**config.mk**
```make
export PLATFORM = sky130hd
export DESIGN_NAME = rmbd_lane
export DESIGN_NICKNAME = d
export VERILOG_FILES = /design/src/sv/rmbd_pkg.sv /design/src/sv/rmbd_lane.sv
export SDC_FILE = /design/constraint.sdc
export NUM_CORES = 1
export LEC_CHECK = 0
export BUFFER_PORTS_ARGS = -buffer_cell sky130_fd_sc_hd__buf_4
export CAP_MARGIN = 20
export CORE_ASPECT_RATIO = 0.5
export CORE_MARGIN = 8
export CORE_UTILIZATION = 54
export DETAILED_ROUTE_END_ITERATION = 10
export PLACE_DENSITY = 0.77
export SYNTH_ARGS = -nofsm -noshare
export SYNTH_HDL_FRONTEND = slang
export SYNTH_SLANG_ARGS = --single-unit
export TNS_END_PERCENT = 30
```
**constraint.sdc**
```tcl
create_clock -name clk -period 2.7 [get_ports clk]
set_input_delay 0.27 -clock clk [delete_from_list [all_inputs] [get_ports clk]]
set_output_delay 0.27 -clock clk [all_outputs]
set_load 0.005 [all_outputs]
```
**src/sv/rmbd_pkg.sv**
```systemverilog
`timescale 1ns / 1ps
`default_nettype none
package rmbd_pkg;

    // Largest source width handled, as log2, and the line store sized for it.
    localparam int MAX_WIDTH_LOG2 = 11;
    localparam int LINE_ADDR_W    = MAX_WIDTH_LOG2 - 1;
    localparam int LINE_DEPTH     = 1 << LINE_ADDR_W;

    // Counter, channel and sum widths.
    localparam int COL_W   = MAX_WIDTH_LOG2;
    localparam int ROW_W   = 15;
    localparam int CHAN_W  = 8;
    localparam int SUM_W   = CHAN_W + 1;
    localparam int TOTAL_W = CHAN_W + 2;
    localparam int CFG_W   = 4;
    localparam int LANES   = 4;
    localparam int LINE_W  = LANES * SUM_W;

    // Configuration register indexes.
    localparam logic CFG_WIDTH_LOG2  = 1'b0;
    localparam logic CFG_HEIGHT_LOG2 = 1'b1;

    // Control shared by all channel lanes.
    typedef struct packed {
        logic wl_zero;    // one pixel wide: a pixel pairs with itself
        logic hold_load;  // even column: keep the pixel as the left one
        logic s1_load;    // a block completes: take the pair sum
        logic use_above;  // add the stored sum from the row above
        logic out_load;   // move the block total into the output register
    } lane_ctrl_t;

endpackage
`default_nettype wire

```
**src/sv/rmbd_lane.sv**
```systemverilog
`timescale 1ns / 1ps
`default_nettype none
module rmbd_lane (
    input  wire logic                      clk,
    input  wire logic                      rst_n,
    input  wire rmbd_pkg::lane_ctrl_t      ctrl,
    input  wire logic [rmbd_pkg::CHAN_W-1:0] px,
    input  wire logic [rmbd_pkg::SUM_W-1:0]  above,
    output logic      [rmbd_pkg::SUM_W-1:0]  pair,
    output logic      [rmbd_pkg::CHAN_W-1:0] avg
);

    logic [rmbd_pkg::CHAN_W-1:0]  hold_reg;
    logic [rmbd_pkg::SUM_W-1:0]   pair_reg;
    logic [rmbd_pkg::CHAN_W-1:0]  avg_reg;
    logic [rmbd_pkg::TOTAL_W-1:0] total;
    logic [rmbd_pkg::TOTAL_W-1:0] rounded;

    // The left pixel of a pair is held until its right neighbour arrives.
    always_ff @(posedge clk or negedge rst_n)
    begin
        if (!rst_n)
        begin
            hold_reg <= '0;
        end
        else if (ctrl.hold_load)
        begin
            hold_reg <= px;
        end
    end

    // Horizontal pair sum; a single-column level doubles the pixel.
    always_comb
    begin
        if (ctrl.wl_zero)
        begin
            pair = {px, 1'b0};
        end
        else
        begin
            pair = {1'b0, px} + {1'b0, hold_reg};
        end
    end

    // Block total and rounded average from the registered pair sum.
    // The total is at most 1020, so adding two still fits the total width.
    always_comb
    begin
        if (ctrl.use_above)
        begin
            total = {1'b0, pair_reg} + {1'b0, above};
        end
        else
        begin
            total = {pair_reg, 1'b0};
        end
        rounded = total + rmbd_pkg::TOTAL_W'(2);
    end

    always_ff @(posedge clk)
    begin
        if (ctrl.s1_load)
        begin
            pair_reg <= pair;
        end
        if (ctrl.out_load)
        begin
            avg_reg <= rounded[rmbd_pkg::TOTAL_W-1:2];
        end
    end

    assign avg = avg_reg;

endmodule
`default_nettype wire

```
==> results.txt, run 1 <==
Status: complete, no violations
Tightest Hold Check Type: input pin to flop
Root Buffer: clkbuf_8
Clk Latency, worst-skew pair: 0.28 ns
Mean Syn Cell Area: 10.67 µm²
CTS tree: yes
ANT cells: 0
Critical Path Slowest Stage Cell: dfrtp_1
Mean routed wirelength per cell: 13.45 µm
Power Density: 515.4 mW/mm²
Max reg flops: 9
Highest Clock Rate: 388.1 MHz
Worst Path Max Fanout: 2
DRT Pass-1 Iters: 4
Num ports: 41
XOR/XNOR Fraction of Synth Area: 6.203%
Post-synth ARST share: 32.00%
Die Wd: 98.45 µm
Initial Util: 54.94%
Nets: 258
Crit. End Element: output pin
Post-synthesis mux area share: 5.385%
Largest family of logic cells by synthesized area: compound AO/OA/AOI/OAI gates
Sequential power share: 42.3%
Final Setup Violations: 0
Power after layout: 1.161 mW
Share of cells above drive strength 1: 32.24%
Synth Area in Compound Gates: 17.04%
Post-Synth Adder-Cell Area: 13.77%
Post-synth EDFFs: 17
Synth Cell Area: 0.001836 mm²
Psw: 365.1 µW
Clock share of power: 20.5%
Final routed DRC violation total: 0
RSZ-0062 raised after global routing: yes
Combinational share of power: 37.2%
CP most frequent cell: o21ai_1
Endpoints failing hold: 0
Final wirelength: 3.444 mm
Worst-margin pin slew: 0.4580 ns
P&R area growth vs syn: 22.70%
Max Slew Vio Count: 0
Crit-path cells: ha_1 > a21o_1 > a21oi_2 > o21ai_1 > a211o_1 > a31oi_2 > xor2_1 > o21ai_1 > buf_4
Netlist cell types: 44
Die Area: 0.005634 mm²
H-Tree Depth: 1
Fraction of the mapped netlist area in simple logic gates: 14.66%
WP data arrival: 2.31 ns
Max clock buf depth: 2
Post-synthesis sequential area ratio: 38.72%
Fin crit period: 2.576 ns
Die Y: 57.23 µm
Max Cap Viol: 0
First-pass GRT wire length: 5.906 mm
Vias in the first global route: 1371
Final HPWL DP: 2.907 mm
Vias/cell: 5.313
Port Buffer Count: 40
Initial antenna violation count: 0
Ys flop type: edfxtp_1
Total gr overflow: 0
GRT Total Usage: 12.67%
Core Area: 0.003341 mm²
Kind of critical path: flop to output pin
Relative slew slack: 69.28%
Largest net degree at the start of global routing: 18
LEAKAGE: 0.9785 nW
YS warnings: 0
CTS Buf Count: 3
Period utilisation layout: 95.42%
CP required: 2.43 ns
Mapped Cells: 172
Num rows: 15
Clock skew: 0.003772 ns
Startpoint types: flop
CP Buf/Inv Count: 1
CTS clk-pin slew, worst paths: 0.09 ns
Syn_nets: 215
P_int: 795.6 µW
Switch share: 31.46%
Critical path's largest stage delay: 0.39 ns
CP delay by family, top: compound AO/OA/AOI/OAI gates
Synth Register Bits: 25
Final instance area: 0.002252 mm²
Post-place instance area: 0.002170 mm²
Via count: 1360
Iter 0 DRT Violations: 68
GP Congestion: 0.7853
Fillers: 273
Sink Count: 25
VDD IR-drop max: 0.2149 mV
Post-route ant nets: 0
==> logic make-up after synthesis <==
kind of cell / after synthesis
flops: 25
simple gates: 45
compound gates: 45
buf+inv: 16
xor+xnor: 13
mux: 9
fa+ha+maj: 19
==> timing repair <==
item,in CTS,in global routing
hold buffers,1,0
resized for setup,2,8
setup endpoints to repair,3,3
pin swaps,0,3
buffers inserted,0,1
endpoints found under the hold margin,8,0
gates cloned,0,0
==> cell usage in the layout, fill, tap and decap left out, types with 3 or more instances in the layout <==
master / Yosys / routed
buf_4: 1 / 41
nand2_1: 17 / 17
edfxtp_1: 17 / 17
ha_1: 17 / 16
inv_1: 11 / 11
o21ai_0: 14 / 9
a21oi_1: 9 / 8
dfrtp_1: 8 / 8
xnor2_1: 7 / 7
mux2_2: 7 / 7
nor2_1: 6 / 6
xor2_1: 6 / 6
o21ai_1: 0 / 5
nand2b_1: 4 / 4
a21o_1: 3 / 3
a211oi_1: 3 / 3
nor2b_1: 3 / 3
clkbuf_8: 0 / 3
==> worst min-delay path, stage by stage <==
cell and delay, ns:
buf_4 0.10, nand2_1 0.04, o21ai_0 0.06
==> cells in the mapped netlist (2+ instances only) <==
library cell  count  area share (%)
a211oi_1          3             1.2
a211oi_2          2             1.4
a21boi_0          2            0.82
a21o_1            3             1.2
a21oi_1           9             2.5
a31oi_1           2            0.68
and4_1            2            0.95
clkbuf_1          3            0.61
dfrtp_1           8              11
edfxtp_1         17              28
fa_1              2             2.2
ha_1             17              12
inv_1            11             2.2
mux2_2            7             4.3
mux2i_1           2             1.1
nand2_1          17             3.5
nand2b_1          4             1.4
nand3b_1          2            0.82
nor2_1            6             1.2
nor2b_1           3             1.0
nor3_1            2            0.55
o211ai_1          2            0.82
o21ai_0          14             3.8
xnor2_1           7             3.3
xor2_1            6             2.9
==> metrics by stage <==
stage          util, %  setup slack, ns  hold WS (ns)  cells    TNS, ns
2_1_floorplan        -           0.2958      -0.02559    172          0
3_3_place_gp     64.94           0.2114       0.08914    250          0
3_5_place_dp     64.94           0.1384       0.08995    250          0
4_1_cts          66.74         0.008375        0.2322    255          0
5_1_grt          67.42        -0.009088        0.2419    256  -0.009088
6_report         67.42           0.1236        0.2311    256          0
==> layout make-up <==
cell class	instances	area, µm²	share of cell area [%]
clock buffers	3	41.29	1.833
clock inverters	1	8.758	0.3889
inverters	12	58.81	2.611
multi-input cells	131	1062	47.17
flip-flops and latches	25	710.7	31.56
well taps	42	52.55	2.333
repair buffers	42	317.8	14.11
==> layer usage <==
| metal | part of all wire, % | global-route usage [%] |
|---|---|---|
| met5 | 0 | 0 |
| met2 | 52 | 23.82 |
| met1 | 43 | 13.77 |
| met4 | 0.41 | 2.808 |
| met3 | 5.0 | 3.879 |
==> path summary, 6_finish.rpt <==
check	cells past startpoint	slack, ns	end	start
max in group asynchronous	2	2.26	hold_reg[1]	rst_n
max	9	0.12	pair[7]	hold_reg[1]
max reg2reg	11	0.13	avg[7]	pair_reg[0]
min	3	0.23	hold_reg[1]	px[1]
min in group asynchronous	2	0.32	hold_reg[6]	rst_n
min reg2reg	1	0.51	hold_reg[2]	hold_reg[2]
==> power by group through the flow <==
stage,sequential (mW),combinational (mW),clock [mW]
2_1_floorplan,0.498,0.272,0
3_3_place_gp,0.498,0.406,0
3_5_place_dp,0.500,0.420,0
4_1_cts,0.492,0.425,0.242
5_1_grt,0.497,0.483,0.258
6_report,0.491,0.431,0.238
Power figures use the tool's default switching activity.
==> inputs of run 2 (changes only) <==
- CELL_PAD_IN_SITES_DETAIL_PLACEMENT: not set -> 0
- CELL_PAD_IN_SITES_GLOBAL_PLACEMENT: not set -> 1
- CORE_UTILIZATION: 54 -> 42
==> results.txt, run 2 (synthesis results as in run 1) <==
Max Cap Viol: 0 (unchanged)
Relative slew slack: 61.76% (-7.5 points)
Tightest Hold Check Type: input pin to flop
Core Area: 0.004297 mm² (+29%)
Initial Util: 42.72% (-12 points)
Total gr overflow: 0 (unchanged)
Num rows: 17 (+2)
Nets: 258 (unchanged)
Most frequent cells in the layout: buf_4, nand2_1, ha_1, edfxtp_1, inv_1
ANT cells: 0 (unchanged)
H-Tree Depth: 1 (unchanged)
RSZ-0062 raised after global routing: yes
Post-place instance area: 0.002188 mm² (+0.87%)
Vias in the first global route: 1435 (+4.7%)
VDD IR-drop max: 0.2195 mV (+2.1%)
Worst Path Max Fanout: 2 (unchanged)
Final instance area: 0.002290 mm² (+1.7%)
Final Setup Violations: 0 (unchanged)
CTS Buf Count: 3 (unchanged)
CTS tree: yes
Switch share: 32.01% (+0.55 points)
Dpl ws: 0.1321 ns (-0.006338 ns)
Startpoint types: flop
LEAKAGE: 0.9882 nW (+0.99%)
Root Buffer: clkbuf_8
Commonest non-fill, non-tap cell in the layout: buf_4
GRT Total Usage: 11.22% (-1.4 points)
P&R area growth vs syn: 24.74%
Vias/cell: 5.033 (-5.3%)
Status: complete, no violations
Fillers: 416 (+52%)
Crit. End Element: output pin
Sequential power share: 41.9% (-0.4 points)
Max reg flops: 9 (unchanged)
Final routed DRC violation total: 0 (unchanged)
Clk Latency, worst-skew pair: 0.28 ns (about the same)
Combinational share of power: 37.5% (+0.3 points)
Post-route ant nets: 0 (unchanged)
Max Slew Vio Count: 0 (unchanged)
Fin cells: 271 (+5.9%)
WP data arrival: 2.31 ns (about the same)
Kind of critical path: flop to output pin
Clock share of power: 20.6% (about the same)
Worst-margin pin slew: 0.5577 ns (+0.09961 ns)
Num ports: 41 (unchanged)
Via count: 1364 (+0.29%)
FF/Latch Area: 710.7 µm² (unchanged)
Psw: 375.8 µW (+2.9%)
GP Congestion: 0.7477 (-4.8%)
CP required: 2.43 ns (about the same)
Post-Route Utilization: 53.29% (-14 points)
First-pass GRT wire length: 6.334 mm (+7.2%)
CTS clk-pin slew, worst paths: 0.10 ns (about the same)
P_int: 798.2 µW (+0.34%)
Period utilisation layout: 95.73% (+0.31 points)
Die Y: 62.75 µm (+9.6%)
Clock skew: 0.001561 ns (-0.002211 ns)
Endpoints failing hold: 0 (unchanged)
Sink Count: 25 (unchanged)
Die Area: 0.006870 mm² (+22%)
Largest net degree at the start of global routing: 18 (unchanged)
Fin crit period: 2.585 ns (+0.008454 ns)
Share of cells above drive strength 1: 33.64% (+1.4 points)
Die Wd: 109.5 µm (+11%)
Final wirelength: 3.755 mm (+9.0%)
Max clock buf depth: 2 (unchanged)
Initial antenna violation count: 0 (unchanged)
Iter 0 DRT Violations: 17 (-75%)
Highest Clock Rate: 386.9 MHz (-0.33%)
Area of the multi-input gates: 0.001081 mm² (+1.8%)
Final WS setup: 0.1152 ns (-0.008454 ns)
Power Density: 512.8 mW/mm² (-0.51%)
Final HPWL DP: 3.143 mm (+8.1%)
Port Buffer Count: 40 (unchanged)
Placed insts: 265 (+6.0%)
DRT Pass-1 Iters: 4 (unchanged)
Mean routed wirelength per cell: 13.86 µm (+3.0%)
==> run 2: worst max-delay path, cell delays in order (launching register included) <==
cell	delay [ns]
dfrtp_1	0.39
ha_1	0.27
a21o_1	0.19
a21oi_2	0.17
o21ai_1	0.10
a211o_1	0.31
a31oi_2	0.20
xor2_1	0.20
o21ai_2	0.08
buf_4	0.13
==> run 2: repair_timing <==
action,in CTS,in global routing
buffers inserted,0,1
hold buffers,1,0
resized for setup,2,11
setup endpoints to repair,3,5
pin swaps,0,3
hold endpoints to repair,8,0
==> run 2: path summary, 6_finish.rpt <==
| kind | from | end | slack [ns] | depth (start not counted) |
|---|---|---|---|---|
| setup / recovery | hold_reg[1] | pair[7] | 0.12 | 9 |
| hold / removal | px[1] | hold_reg[1] | 0.23 | 3 |
| setup reg to reg | pair_reg[2] | avg[6] | 0.19 | 8 |
| hold reg to reg | hold_reg[7] | hold_reg[7] | 0.52 | 1 |
| max in group asynchronous | rst_n | hold_reg[0] | 2.25 | 2 |
| min in group asynchronous | rst_n | hold_reg[6] | 0.33 | 2 |
==> run 2: through the flow <==
step	power, mW	setup TNS (ns)	hold slack (ns)
floorplan	0.7698	0	-0.02559
global placement	0.9116	0	0.09045
detailed placement	0.9249	0	0.09329
CTS	1.168	-0.02610	0.2266
global route	1.251	0	0.2353
finish	1.174	0	0.2268
==> run 2: power groups by stage <==
stage	clock (mW)	combinational (mW)	sequential (mW)
6_report	0.242	0.440	0.492
2_1_floorplan	0	0.272	0.498
3_5_place_dp	0	0.423	0.501
3_3_place_gp	0	0.413	0.498
4_1_cts	0.248	0.427	0.493
5_1_grt	0.262	0.490	0.499
==> run 2: area by class of cell <==
class                           instances  share of cell area, %
Clock buffer                            3                  1.803
Tap cell                               57                  3.115
Timing Repair Buffer                   42                  13.88
Multi-Input combinational cell        131                  47.21
Sequential cell                        25                  31.04
Inverter                               12                  2.568
Clock inverter                          1                 0.3825
==> run 2: routing by layer <==
layer  part of all wire [%]  track usage, %
met4                   0.56           2.504
met5                      0               0
met1                     45           13.26
met3                    3.8           2.778
met2                     51           19.81
==> inputs of run 3 (changes only) <==
- ABC_AREA: not set -> 1
- ABC_CLOCK_PERIOD_IN_PS: not set -> 2700
- CORE_UTILIZATION: 42 -> 40
==> results.txt, run 3 <==
Synth area leader: edfxtp_1
Routed wl met2: 2.083 mm (+9.1%)
Startpoint types: flop
Fin crit period: 2.401 ns (-0.1838 ns)
Nets: 353 (+37%)
Largest net degree at the start of global routing: 15 (-3)
Initial Util: 41.63% (-1.1 points)
YS warnings: 0 (unchanged)
Clock share of power: 18.0% (-2.6 points)
Sink Count: 25 (unchanged)
Clk Latency, worst-skew pair: 0.26 ns (-0.02 ns)
Die Area: 0.007821 mm² (+14%)
Endpoints failing hold: 0 (unchanged)
Post-synthesis sequential area ratio: 34.61% (-4.1 points)
Post-route ant nets: 0 (unchanged)
Reg2reg start: pair_reg[0]
Num ports: 41 (unchanged)
Worst reg-to-reg path cell count: 12 (+4)
Ys flop type: edfxtp_1
Fillers: 497 (+19%)
GRT Total Usage: 11.90% (+0.68 points)
Port Buffer Count: 40 (unchanged)
First-pass GRT wire length: 7.810 mm (+23%)
Kind of critical path: flop to output pin
Switch share: 34.21% (+2.2 points)
Setup crit start: hold_reg[0]
Fin cells: 379 (+40%)
Top routing layer used: met4
Yosys top cell area share: 24.86% (-2.9 points)
DRT Pass-1 Iters: 4 (unchanged)
Share of cells above drive strength 1: 22.65% (-11 points)
Max clock buf depth: 2 (unchanged)
Synth Cell Area: 0.002053 mm² (+12%)
Power Density: 476.7 mW/mm² (-7.0%)
Combinational share of power: 40.7% (+3.2 points)
Setup Buffers After CTS: 0 (unchanged)
Status: complete, no violations
Worst Path Max Fanout: 3 (+1)
Tightest Hold Check Type: input pin to flop
Post-synth ARST share: 32.00% (unchanged)
Final wirelength: 4.518 mm (+20%)
Die Wd: 117.3 µm (+7.2%)
Vias in the first global route: 1744 (+22%)
Num rows: 18 (+1)
CP most frequent cell: nand2_1
FF-to-FF setup slack: 0.53 ns (+0.34 ns)
FF/Latch Area: 710.7 µm² (unchanged)
Most frequent cells in the layout: nand2_1, inv_1, buf_4
Max Cap Viol: 0 (unchanged)
Total gr overflow: 0 (unchanged)
Netlist cell types: 29 (-34%)
Synth top area cells: edfxtp_1, nand2_1, ha_1
CTS clk-pin slew, worst paths: 0.08 ns (-0.02 ns)
CP required: 2.43 ns (about the same)
Syn_nets: 310 (+44%)
Final routed DRC violation total: 0 (unchanged)
CTS Buf Count: 3 (unchanged)
Worst Setup EP: pair[6]
LEAKAGE: 1.284 nW (+30%)
Root Buffer: clkbuf_8
GP Congestion: 0.7983 (+6.8%)
Post-synth top cells: nand2_1, inv_1, nand3_1
Dpl ws: 0.4792 ns (+0.3472 ns)
M1 WL: 2.261 mm (+35%)
Mapped Cells: 267 (+55%)
P&R area growth vs syn: 21.02%
Via count: 1802 (+32%)
Die Y: 66.66 µm (+6.2%)
Post-Route Utilization: 50.38% (-2.9 points)
Highest Clock Rate: 416.5 MHz (+7.7%)
Worst-margin pin slew: 0.3505 ns (-0.2071 ns)
RSZ-0062 raised after global routing: no
Final Setup Violations: 0 (unchanged)
Max Slew Vio Count: 0 (unchanged)
Commonest non-fill, non-tap cell in the layout: nand2_1
WP data arrival: 2.13 ns (-0.18 ns)
H-Tree Depth: 1 (unchanged)
Final WS setup: 0.2990 ns (+0.1838 ns)
Reg-to-Reg End: avg[7]
Period utilisation layout: 88.93% (-6.8 points)
Clock skew: 0.003981 ns (+0.002421 ns)
Synth Register Bits: 25 (unchanged)
CTS tree: yes
VDD IR-drop max: 0.1999 mV (-8.9%)
Setup TNS: 0 ns (unchanged)
Max reg flops: 9 (unchanged)
Crit-path cells: ha_1 > inv_1 > fa_1 > inv_1 > nand2_1 > nand2_1 > nand2_1 > nand2_1 > nand2_1 > nand2_1 > a21oi_1 > nand2_1 > nand2_1 > o21ai_1 > buf_4
Post-synth EDFFs: 17 (unchanged)
ANT cells: 0 (unchanged)
Iter 0 DRT Violations: 51 (+34)
WL met3: 137 µm (-2.8%)
Relative slew slack: 76.39% (+15 points)
Critical Path Slowest Stage Cell: dfrtp_1
Final HPWL DP: 3.911 mm (+24%)
Critical path's largest stage delay: 0.35 ns (-0.04 ns)
Most common cell in the netlist: nand2_1
Initial antenna violation count: 0 (unchanged)
Mean Syn Cell Area: 7.690 µm² (-28%)
Psw: 405.2 µW (+7.8%)
Crit. End Element: output pin
Sequential power share: 41.3% (-0.6 points)
Placed insts: 374 (+41%)
Vias/cell: 4.755 (-5.5%)
Area of the multi-input gates: 0.001150 mm² (+6.4%)
Mean routed wirelength per cell: 11.92 µm (-14%)
Core Area: 0.004932 mm² (+15%)
P_int: 779.2 µW (-2.4%)
==> run 3: cell count changes after synthesis, moves of 5 or more <==
| cell | delta |
|---|---|
| nand3_2 | +5 |
| xnor2_1 | -5 |
| nand3_1 | +26 |
| nor2_1 | +5 |
| inv_1 | +34 |
| nand2_1 | +63 |
| o21ai_0 | -6 |
==> run 3: per-stage QoR <==
step                      instance area (µm²)  hold WS [ns]  power [mW]
after floorplan                          2053      -0.02559      0.8151
after global placement                   2429       0.09161      0.9781
after detailed placement                 2429       0.09205      0.9827
after CTS                                2485        0.2320       1.200
after global routing                     2485        0.2336       1.289
final                                    2485        0.2367       1.184
==> run 3: layer usage <==
metal / GRT usage (%) / vias up
met3: 2.614 / 2
met5: 0 / -
li1: - / 948
met1: 14.98 / 823
met2: 20.49 / 29
met4: 3.200 / 0
==> run 3: worst min-delay path by stage <==
stage           from     endpoint  slack (ns)  cells after the start
3_5_place_dp   rst_n  hold_reg[6]        0.09                      1
4_1_cts        px[1]  hold_reg[1]        0.23                      3
3_3_place_gp   rst_n  hold_reg[7]        0.09                      1
6_report       px[1]  hold_reg[1]        0.24                      3
5_1_grt        px[1]  hold_reg[1]        0.23                      3
2_1_floorplan  rst_n  hold_reg[0]       -0.03                      0
==> run 3: power groups by stage <==
stage	sequential (mW)	combinational [mW]	clock [mW]
2_1_floorplan	0.492	0.323	0
3_3_place_gp	0.497	0.481	0
3_5_place_dp	0.498	0.484	0
4_1_cts	0.490	0.487	0.223
5_1_grt	0.495	0.550	0.244
6_report	0.489	0.482	0.213
==> run 3: cell type report <==
type	count	share of cell area (%)
Timing Repair Buffer	41	12.49
Clock buffer	3	1.662
Tap cell	70	3.525
Clock inverter	1	0.2014
Sequential cell	25	28.60
Inverter	48	7.251
Multi-Input combinational cell	191	46.27
==> run 3: worst max-delay path: cells and delay by family (launching register included) <==
kind            cells  cell delay, ns
buf+inv             3            0.27
fa+ha+maj           2            0.51
compound gates      2            0.24
simple gates        8            0.50
flops               1            0.35
==> run 3: what timing repair did <==
item | in CTS | in global routing
hold buffers | 1 | 0
endpoints found under the hold margin | 8 | 0
resized for setup | 0 | 1
setup endpoints to repair | 0 | 1
==> run 3: kinds of logic after synthesis <==
logic type | share of synthesized area, %
XOR/XNOR | 2.986
multiplexers | 3.839
buffers and inverters | 9.384
AND/OR/NAND/NOR | 30.83
flip-flops | 34.61
AO/OA/AOI/OAI | 6.034
adder cells (fa/ha/maj) | 12.31
